[src/ubi_pkg.sv]
// shared types, constants and tap table of the 4x block interpolator
`timescale 1ns / 1ps

package ubi_pkg;

  localparam int PIXEL_BITS  = 8;
  localparam int WEIGHT_BITS = 5;
  localparam int SUM_BITS    = PIXEL_BITS + WEIGHT_BITS;
  localparam int RECIP_BITS  = 14;
  localparam int PROD_BITS   = SUM_BITS + RECIP_BITS;
  localparam int RECIP_SHIFT = 18;
  localparam int LANES       = 4;

  // ceil(2^18 / 26), exact floor for every sum below 2^18 / 14
  localparam logic [RECIP_BITS-1:0] RECIP_26 = 14'd10083;

  localparam logic [1:0] LAST_ROW_IDX = 2'd3;

  typedef logic [PIXEL_BITS-1:0]  pixel_t;
  typedef logic [WEIGHT_BITS-1:0] weight_t;
  typedef logic [SUM_BITS-1:0]    sum_t;

  typedef enum logic [2:0] {
    DIV_1,
    DIV_2,
    DIV_4,
    DIV_26,
    DIV_32
  } div_sel_t;

  typedef struct packed {
    weight_t  wa;
    weight_t  wb;
    weight_t  wc;
    weight_t  wd;
    div_sel_t div;
  } tap_t;

  typedef struct packed {
    logic       vld;
    logic [1:0] row;
    pixel_t     a;
    pixel_t     b;
    pixel_t     c;
    pixel_t     d;
    logic       last_row;
    logic       last_col;
  } row_job_t;

  // weights of a, b, c, d and divisor for interior block position (row, col)
  function automatic tap_t tap_lookup(logic [1:0] row, logic [1:0] col);
    tap_t t;
    case ({row, col})
      4'h0:    t = '{5'd1,  5'd0,  5'd0,  5'd0,  DIV_1};
      4'h1:    t = '{5'd20, 5'd6,  5'd0,  5'd0,  DIV_26};
      4'h2:    t = '{5'd1,  5'd1,  5'd0,  5'd0,  DIV_2};
      4'h3:    t = '{5'd6,  5'd20, 5'd0,  5'd0,  DIV_26};
      4'h4:    t = '{5'd20, 5'd0,  5'd6,  5'd0,  DIV_26};
      4'h5:    t = '{5'd14, 5'd7,  5'd7,  5'd4,  DIV_32};
      4'h6:    t = '{5'd10, 5'd10, 5'd3,  5'd3,  DIV_26};
      4'h7:    t = '{5'd7,  5'd14, 5'd4,  5'd7,  DIV_32};
      4'h8:    t = '{5'd1,  5'd0,  5'd1,  5'd0,  DIV_2};
      4'h9:    t = '{5'd10, 5'd3,  5'd10, 5'd3,  DIV_26};
      4'hA:    t = '{5'd1,  5'd1,  5'd1,  5'd1,  DIV_4};
      4'hB:    t = '{5'd3,  5'd10, 5'd3,  5'd10, DIV_26};
      4'hC:    t = '{5'd6,  5'd0,  5'd20, 5'd0,  DIV_26};
      4'hD:    t = '{5'd7,  5'd4,  5'd14, 5'd7,  DIV_32};
      4'hE:    t = '{5'd3,  5'd3,  5'd10, 5'd10, DIV_26};
      4'hF:    t = '{5'd4,  5'd7,  5'd7,  5'd14, DIV_32};
      default: t = '{5'd1,  5'd0,  5'd0,  5'd0,  DIV_1};
    endcase
    return t;
  endfunction

endpackage

[src/ubi_in_if.sv]
// input channel: one 2x2 source neighbourhood with edge flags per item
`timescale 1ns / 1ps

interface ubi_in_if;
  logic                  valid;
  logic                  ready;
  logic [ubi_pkg::PIXEL_BITS-1:0] top_left;
  logic [ubi_pkg::PIXEL_BITS-1:0] top_right;
  logic [ubi_pkg::PIXEL_BITS-1:0] bottom_left;
  logic [ubi_pkg::PIXEL_BITS-1:0] bottom_right;
  logic                  on_last_row;
  logic                  on_last_column;

  modport source (
    output valid, top_left, top_right, bottom_left, bottom_right,
           on_last_row, on_last_column,
    input  ready
  );

  modport sink (
    input  valid, top_left, top_right, bottom_left, bottom_right,
           on_last_row, on_last_column,
    output ready
  );
endinterface

[src/ubi_out_if.sv]
// result channel: one row of the 4x4 output block per item
`timescale 1ns / 1ps

interface ubi_out_if;
  logic                  valid;
  logic                  ready;
  logic [1:0]            block_row;
  logic [ubi_pkg::PIXEL_BITS-1:0] pixel_0;
  logic [ubi_pkg::PIXEL_BITS-1:0] pixel_1;
  logic [ubi_pkg::PIXEL_BITS-1:0] pixel_2;
  logic [ubi_pkg::PIXEL_BITS-1:0] pixel_3;
  logic                  last_row_of_block;

  modport source (
    output valid, block_row, pixel_0, pixel_1, pixel_2, pixel_3, last_row_of_block,
    input  ready
  );

  modport sink (
    input  valid, block_row, pixel_0, pixel_1, pixel_2, pixel_3, last_row_of_block,
    output ready
  );
endinterface

[src/ubi_row_seq.sv]
// row sequencer: holds one neighbourhood and issues its four row jobs
`timescale 1ns / 1ps

module ubi_row_seq (
  input  logic              clk,
  input  logic              rst_n,
  ubi_in_if.sink            in_chan,
  input  logic              advance,
  output ubi_pkg::row_job_t job
);

  logic            hold_vld_r;
  logic            hold_vld_nxt;
  logic [1:0]      row_r;
  logic [1:0]      row_nxt;
  ubi_pkg::pixel_t a_r, b_r, c_r, d_r;
  logic            last_row_r;
  logic            last_col_r;
  logic            take;
  logic            done;

  assign done           = hold_vld_r && advance && (row_r == ubi_pkg::LAST_ROW_IDX);
  assign in_chan.ready  = !hold_vld_r || done;
  assign take           = in_chan.valid && in_chan.ready;

  always_comb begin
    hold_vld_nxt = hold_vld_r;
    row_nxt      = row_r;
    if (take) begin
      hold_vld_nxt = 1'b1;
      row_nxt      = 2'd0;
    end else if (done) begin
      hold_vld_nxt = 1'b0;
    end else if (hold_vld_r && advance) begin
      row_nxt = row_r + 2'd1;
    end
  end

  always_ff @(posedge clk) begin
    if (!rst_n) begin
      hold_vld_r <= 1'b0;
      row_r      <= 2'd0;
    end else begin
      hold_vld_r <= hold_vld_nxt;
      row_r      <= row_nxt;
    end
  end

  always_ff @(posedge clk) begin
    if (take) begin
      a_r        <= in_chan.top_left;
      b_r        <= in_chan.top_right;
      c_r        <= in_chan.bottom_left;
      d_r        <= in_chan.bottom_right;
      last_row_r <= in_chan.on_last_row;
      last_col_r <= in_chan.on_last_column;
    end
  end

  always_comb begin
    job.vld      = hold_vld_r;
    job.row      = row_r;
    job.a        = a_r;
    job.b        = b_r;
    job.c        = c_r;
    job.d        = d_r;
    job.last_row = last_row_r;
    job.last_col = last_col_r;
  end

endmodule

[src/ubi_row_pipe.sv]
// three-stage row datapath: tap decode, weighted sum, divide and output register
`timescale 1ns / 1ps

module ubi_row_pipe (
  input  logic              clk,
  input  logic              rst_n,
  input  ubi_pkg::row_job_t job,
  output logic              advance,
  ubi_out_if.source         out_chan
);

  localparam int LANES = ubi_pkg::LANES;

  // stage 1: taps and pixels
  logic               s1_vld_r;
  logic [1:0]         s1_row_r;
  ubi_pkg::pixel_t    s1_a_r, s1_b_r, s1_c_r, s1_d_r;
  ubi_pkg::tap_t      s1_tap_r [LANES];
  ubi_pkg::tap_t      s1_tap_nxt [LANES];

  // stage 2: weighted sums
  logic               s2_vld_r;
  logic [1:0]         s2_row_r;
  ubi_pkg::sum_t      s2_sum_r [LANES];
  ubi_pkg::sum_t      s2_sum_nxt [LANES];
  ubi_pkg::div_sel_t  s2_div_r [LANES];

  // stage 3: output register
  logic               out_vld_r;
  logic [1:0]         out_row_r;
  ubi_pkg::pixel_t    out_pix_r [LANES];
  ubi_pkg::pixel_t    out_pix_nxt [LANES];

  logic [1:0]         eff_row;

  assign advance = !out_vld_r || out_chan.ready;
  assign eff_row = job.last_row ? 2'd0 : job.row;

  always_comb begin
    for (int k = 0; k < LANES; k++) begin
      s1_tap_nxt[k] = ubi_pkg::tap_lookup(eff_row, job.last_col ? 2'd0 : 2'(k));
    end
  end

  always_comb begin
    for (int k = 0; k < LANES; k++) begin
      s2_sum_nxt[k] =
          ubi_pkg::SUM_BITS'(s1_tap_r[k].wa) * ubi_pkg::SUM_BITS'(s1_a_r)
        + ubi_pkg::SUM_BITS'(s1_tap_r[k].wb) * ubi_pkg::SUM_BITS'(s1_b_r)
        + ubi_pkg::SUM_BITS'(s1_tap_r[k].wc) * ubi_pkg::SUM_BITS'(s1_c_r)
        + ubi_pkg::SUM_BITS'(s1_tap_r[k].wd) * ubi_pkg::SUM_BITS'(s1_d_r);
    end
  end

  always_comb begin
    logic [ubi_pkg::PROD_BITS-1:0] prod;
    for (int k = 0; k < LANES; k++) begin
      prod = ubi_pkg::PROD_BITS'(s2_sum_r[k]) * ubi_pkg::PROD_BITS'(ubi_pkg::RECIP_26);
      case (s2_div_r[k])
        ubi_pkg::DIV_1:  out_pix_nxt[k] = s2_sum_r[k][0 +: ubi_pkg::PIXEL_BITS];
        ubi_pkg::DIV_2:  out_pix_nxt[k] = s2_sum_r[k][1 +: ubi_pkg::PIXEL_BITS];
        ubi_pkg::DIV_4:  out_pix_nxt[k] = s2_sum_r[k][2 +: ubi_pkg::PIXEL_BITS];
        ubi_pkg::DIV_32: out_pix_nxt[k] = s2_sum_r[k][5 +: ubi_pkg::PIXEL_BITS];
        ubi_pkg::DIV_26: out_pix_nxt[k] = prod[ubi_pkg::RECIP_SHIFT +: ubi_pkg::PIXEL_BITS];
        default:         out_pix_nxt[k] = s2_sum_r[k][0 +: ubi_pkg::PIXEL_BITS];
      endcase
    end
  end

  always_ff @(posedge clk) begin
    if (!rst_n) begin
      s1_vld_r  <= 1'b0;
      s2_vld_r  <= 1'b0;
      out_vld_r <= 1'b0;
    end else if (advance) begin
      s1_vld_r  <= job.vld;
      s2_vld_r  <= s1_vld_r;
      out_vld_r <= s2_vld_r;
    end
  end

  always_ff @(posedge clk) begin
    if (advance) begin
      s1_row_r  <= job.row;
      s1_a_r    <= job.a;
      s1_b_r    <= job.b;
      s1_c_r    <= job.c;
      s1_d_r    <= job.d;
      s2_row_r  <= s1_row_r;
      out_row_r <= s2_row_r;
      for (int k = 0; k < LANES; k++) begin
        s1_tap_r[k]  <= s1_tap_nxt[k];
        s2_sum_r[k]  <= s2_sum_nxt[k];
        s2_div_r[k]  <= s1_tap_r[k].div;
        out_pix_r[k] <= out_pix_nxt[k];
      end
    end
  end

  assign out_chan.valid             = out_vld_r;
  assign out_chan.block_row         = out_row_r;
  assign out_chan.pixel_0           = out_pix_r[0];
  assign out_chan.pixel_1           = out_pix_r[1];
  assign out_chan.pixel_2           = out_pix_r[2];
  assign out_chan.pixel_3           = out_pix_r[3];
  assign out_chan.last_row_of_block = (out_row_r == ubi_pkg::LAST_ROW_IDX);

endmodule

[src/upscale4x_block_interpolator_unit.sv]
// top level of the 4x block interpolator
`timescale 1ns / 1ps

// Takes one 2x2 source neighbourhood (top_left, top_right, bottom_left,
// bottom_right) with last-row and last-column flags and returns the 4x4
// upscaled block as four row items, rows 0 to 3 in order, with
// last_row_of_block set on row 3. The row datapath produces one row per
// cycle while the output is ready; the next neighbourhood is taken in the
// cycle its predecessor issues its last row. The first row is presented
// from the output register, three pipeline stages behind the row holding
// register. A stalled output freezes the whole pipeline without loss.
// Sums with divisor 26 are divided exactly (floor) through a reciprocal
// multiply, the other divisors by a shift; corner cells repeat top_left.

module upscale4x_block_interpolator_unit (
  input  logic       clk,
  input  logic       rst_n,
  ubi_in_if.sink     in_chan,
  ubi_out_if.source  out_chan
);

  ubi_pkg::row_job_t job;
  logic              advance;

  ubi_row_seq u_row_seq (
    .clk     (clk),
    .rst_n   (rst_n),
    .in_chan (in_chan),
    .advance (advance),
    .job     (job)
  );

  ubi_row_pipe u_row_pipe (
    .clk      (clk),
    .rst_n    (rst_n),
    .job      (job),
    .advance  (advance),
    .out_chan (out_chan)
  );

endmodule
[src/flat_wrapper.sv]
// flat-port wrapper written by rule: the top's interface ports become plain ports
module upscale4x_block_interpolator_unit_flat 
  (clk, rst_n, in_chan_valid, in_chan_top_left, in_chan_top_right, in_chan_bottom_left, in_chan_bottom_right, in_chan_on_last_row, in_chan_on_last_column, in_chan_ready, out_chan_valid, out_chan_block_row, out_chan_pixel_0, out_chan_pixel_1, out_chan_pixel_2, out_chan_pixel_3, out_chan_last_row_of_block, out_chan_ready);
  ubi_in_if in_chan_i ();
  ubi_out_if out_chan_i ();
  input  logic clk;
  input  logic rst_n;
  input wire logic [$bits(in_chan_i.valid)-1:0] in_chan_valid;
  input wire logic [$bits(in_chan_i.top_left)-1:0] in_chan_top_left;
  input wire logic [$bits(in_chan_i.top_right)-1:0] in_chan_top_right;
  input wire logic [$bits(in_chan_i.bottom_left)-1:0] in_chan_bottom_left;
  input wire logic [$bits(in_chan_i.bottom_right)-1:0] in_chan_bottom_right;
  input wire logic [$bits(in_chan_i.on_last_row)-1:0] in_chan_on_last_row;
  input wire logic [$bits(in_chan_i.on_last_column)-1:0] in_chan_on_last_column;
  output wire logic [$bits(in_chan_i.ready)-1:0] in_chan_ready;
  output wire logic [$bits(out_chan_i.valid)-1:0] out_chan_valid;
  output wire logic [$bits(out_chan_i.block_row)-1:0] out_chan_block_row;
  output wire logic [$bits(out_chan_i.pixel_0)-1:0] out_chan_pixel_0;
  output wire logic [$bits(out_chan_i.pixel_1)-1:0] out_chan_pixel_1;
  output wire logic [$bits(out_chan_i.pixel_2)-1:0] out_chan_pixel_2;
  output wire logic [$bits(out_chan_i.pixel_3)-1:0] out_chan_pixel_3;
  output wire logic [$bits(out_chan_i.last_row_of_block)-1:0] out_chan_last_row_of_block;
  input wire logic [$bits(out_chan_i.ready)-1:0] out_chan_ready;
  assign in_chan_i.valid = in_chan_valid;
  assign in_chan_i.top_left = in_chan_top_left;
  assign in_chan_i.top_right = in_chan_top_right;
  assign in_chan_i.bottom_left = in_chan_bottom_left;
  assign in_chan_i.bottom_right = in_chan_bottom_right;
  assign in_chan_i.on_last_row = in_chan_on_last_row;
  assign in_chan_i.on_last_column = in_chan_on_last_column;
  assign in_chan_ready = in_chan_i.ready;
  assign out_chan_valid = out_chan_i.valid;
  assign out_chan_block_row = out_chan_i.block_row;
  assign out_chan_pixel_0 = out_chan_i.pixel_0;
  assign out_chan_pixel_1 = out_chan_i.pixel_1;
  assign out_chan_pixel_2 = out_chan_i.pixel_2;
  assign out_chan_pixel_3 = out_chan_i.pixel_3;
  assign out_chan_last_row_of_block = out_chan_i.last_row_of_block;
  assign out_chan_i.ready = out_chan_ready;
  upscale4x_block_interpolator_unit u_core (.clk(clk), .rst_n(rst_n), .in_chan(in_chan_i), .out_chan(out_chan_i));
endmodule
[config.mk]
export PLATFORM = sky130hd
export DESIGN_NAME = upscale4x_block_interpolator_unit_flat
export DESIGN_NICKNAME = d
export VERILOG_FILES = /design/src/ubi_pkg.sv /design/src/ubi_in_if.sv /design/src/ubi_out_if.sv /design/src/ubi_row_seq.sv /design/src/ubi_row_pipe.sv /design/src/upscale4x_block_interpolator_unit.sv /design/src/flat_wrapper.sv
export SDC_FILE = /design/constraint.sdc
export NUM_CORES = 2
export LEC_CHECK = 0
export BUFFER_PORTS_ARGS = -buffer_cell sky130_fd_sc_hd__buf_2
export CAP_MARGIN = 0
export CORE_ASPECT_RATIO = 1.5
export CORE_MARGIN = 2
export CORE_UTILIZATION = 45
export DETAILED_ROUTE_END_ITERATION = 12
export GPL_ROUTABILITY_DRIVEN = 0
export GPL_TIMING_DRIVEN = 1
export MAX_ROUTING_LAYER = met4
export SLEW_MARGIN = 10
export SYNTH_ARGS = -nofsm -noshare
export SYNTH_HDL_FRONTEND = slang
export SYNTH_HIERARCHICAL = 1
export SYNTH_SLANG_ARGS = --single-unit
[constraint.sdc]
create_clock -name clk -period 8.1 [get_ports clk]
set_input_delay 1.215 -clock clk [delete_from_list [all_inputs] [get_ports clk]]
set_output_delay 1.215 -clock clk [all_outputs]
set_load 0.02 [all_outputs]
==> impl_results.md <==
- Status: finished clean
- Mapped Cells: approximately 3400
- 1st-iter DRT viols: 862
- Drt wl/cell: 17.9 um
- CTS clk-pin slew, worst paths: around 0.070 ns
- Crit path capture type: flip-flop
- Post-route setup slack: 1.44 ns
- Area Overhead vs Synth: 7.10%
- Area contributors post-synth: fa_1, ha_1, edfxtp_1
- Synthesis Warnings: 6
- Setup tns final: 0 ns
- Drt total wl: 81600 um
- Antenna Violating Nets Remaining: 0
- Slew HR: ~29%
- Die area: about 81000 um2
- Post-synthesis sequential area ratio: 17.8%
- Synth Register Bits: 212
- CTS tree: done
- TritonCTS Sinks: between 200 and 250
- Post-CTS Setup Bufs: 0
- Largest register by flop count: u_core/u_row_pipe/s2_sum_r
- Initial antenna violation count: 0
- Drt drc: 0
- Yosys cell types: between 60 and 70
- Largest regs: u_core/u_row_pipe/s2_sum_r (52), u_core/u_row_pipe/s1_tap_r (43), u_core/u_row_pipe/out_pix_r (32)
- H-tree depth: 1
- First-pass detailed-route iteration total: 5
- Area of the multi-input gates: approximately 25000 um2
- Crit path top cell by count: fa_1
- Crit-path cells: nand2_1 -> xor2_1 -> ha_1 -> inv_1 -> fa_1 -> inv_1 -> fa_1 -> fa_1 -> fa_1 -> fa_1 -> inv_1 -> fa_1 -> inv_1 -> ha_1 -> a21oi_1 -> o21bai_1 -> a21oi_1 -> o21bai_1 -> a21oi_1 -> o21bai_1 -> a21oi_1 -> xnor2_1
- RSZ-0062 raised after global routing: no
- Critical path arrival: around 7 ns
- Post-synth EDFFs: approximately 210
- Slowest stage delay, CP: 0.88 ns
- Synth Area per Inst: between 10 and 15 um2
- Nets: 4733
- Final core occ: between 40% and 50%
- CP Data Required Time: around 8.4 ns
- Fillers: roughly 7400
- Post-cts sizing count: 0
- Area leader, netlist: fa_1
- DIE HEIGHT: around 350 um
- Crit-path max FO: 18
- First-pass GRT wire length: 133000 um
- CTS buffer count: 26
- Layout cells sized above 1: approximately 4.8%
- Hold Vio Cnt, Final: 0
- Num rows: around 130
- DP Worst Slack: 1.44 ns
- Largest net degree at the start of global routing: 76
- Top Ports: between 70 and 80
- Core area: 78400 um2
- Via count: ~23000
- Port buffer count: 74
- Skew-Pair Late Insertion Delay: 0.61 ns
- Maxcap violations: 0
- Worst min path class: reg2reg
- Ys async rst share: 0%
- Placement Cell Area: roughly 37000 um2
- Max Slew Vio Count: 0
- Final HPWL DP: between 60000 and 70000 um
- Synth Flop Type: edfxtp_1
- Fmax: around 150 MHz
- Max clock buf depth: 3
- Setup CP Type: reg2reg
- Crit start category: flip-flop
- Worst-margin pin slew: 1.07 ns
- Fin Clk Skew: between 0.03 and 0.04 ns
- Post-synth top area share: 31.1%
- Minimum clock period: around 6.7 ns
- Initial Utilization: between 40% and 50%
- Grt ovf: 0
- Vias in the first global route: 24914
- Vias per cell: between 4 and 5
- CP max-delay cell: edfxtp_1
- Tcrit/Tclk final: between 80% and 90%
- Cell family with most CP delay: adder cells
- Fin area: about 38000 um2
- Root buffer cell: clkbuf_16
- Netlist Area Pre-Place: between 30000 and 40000 um2
- Max reg flops: 52
- FF+latch area: 6310 um2
- Tot GR Track Use: 22.0%
- DIE WIDTH: roughly 230 um
- Cts hold-fix bufs: 0
- Worst path bufs/invs: 4
- Setup Viol. Count Final: 0
## synth_stat cells, drive strengths merged, types with 3 or more instances
cell / number
a211oi: 5
a21boi: 3
a21o: 34
a21oi: 82
a31oi: 6
and2: 248
and3: 4
buf: 8
clkbuf: 45
dfxtp: 6
edfxtp: 206
fa: 550
ha: 637
inv: 968
mux2i: 7
mux4: 16
nand2: 208
nand2b: 8
nand3: 22
nand4: 5
nor2: 73
nor2b: 17
nor3: 7
o2111ai: 7
o211ai: 6
o21a: 9
o21ai: 52
o21bai: 26
o221ai: 9
o22ai: 5
o31ai: 4
o41ai: 3
or2: 8
or3: 5
xnor2: 83
xor2: 29
## cells by family after synthesis
group | share of synthesized area [%]
adder cells (fa/ha/maj) | 53.6
AND/OR/NAND/NOR | 8.88
multiplexers | 1.22
XOR/XNOR | 2.77
other | 0.0106
buffers and inverters | 10.9
AO/OA/AOI/OAI | 4.85
flip-flops | 17.8
## worst register-to-register path: cells and delay by family (launching register included)
family	cells	cell delay (ns)
and+or+nand+nor	1	0.30
DFF	1	0.88
xor gates and xnor gates	2	0.32
AOI/OAI and AO/OA	7	1.12
buffers and inverters	4	0.20
adders and majority gates	8	3.59
## placed cells by master, fill, tap and decap left out, types with 5 or more instances in the layout
cell type    n
a211oi_1     5
a21o_1      34
a21oi_1     81
a31oi_1      6
and2_1     248
buf_2       74
buf_4       16
clkbuf_16   27
conb_1       8
dfxtp_1      6
edfxtp_1   206
fa_1       550
ha_1       637
inv_1      968
inv_6        5
mux2i_1      7
mux4_2      16
nand2_1    208
nand2b_1     7
nand3_1     22
nand4_1      5
nor2_1      72
nor2b_1     17
nor3_1       7
o2111ai_1    7
o211ai_1     6
o21a_1       9
o21ai_0     50
o21bai_1    25
o221ai_1     9
o22ai_1      5
or2_2        8
xnor2_1     83
xor2_1      29
## cell type report
class / count / share of cell area, %
timing repair buffer: 90 / 1.29
clock buffer: 31 / 1.87
antenna: 1 / 0.00660
tap: 1024 / 3.38
multi-input combinational: 2210 / 66.7
clock inverter: 17 / 0.521
inverter: 968 / 9.58
sequential: 212 / 16.6
## metrics by stage
stage | hold WS, ns | std cells
final | 0.418 | 4553
after global routing | 0.427 | 4552
after CTS | 0.420 | 4552
after detailed placement | 0.405 | 4504
after global placement | 0.401 | 4504
after floorplan | 0.400 | 3443
## worst paths after layout
check	start	to	slack [ns]	cells past startpoint
max	u_core/u_row_pipe/s1_tap_r[3][5]	u_core/u_row_pipe/s2_sum_r[3][11]	1.44	22
max reg2reg	u_core/u_row_pipe/s1_tap_r[3][5]	u_core/u_row_pipe/s2_sum_r[3][11]	1.44	22
min reg2reg	u_core/u_row_seq/b_r[3]	u_core/u_row_pipe/s1_b_r[3]	0.42	0
min	u_core/u_row_seq/b_r[3]	u_core/u_row_pipe/s1_b_r[3]	0.42	0
## routing by layer
metal  track usage (%)  share of wire [%]  vias to the layer above
li1                  -                  -                    10791
met1              25.3                 40                    11279
met2              38.7                 52                      380
met3              1.87                2.9                      182
met4              10.1                5.5                        0
met5                 -                  0                        -
Power is not shown: default switching activity piles up to over one toggle a cycle in this logic, so the estimate is an artifact.
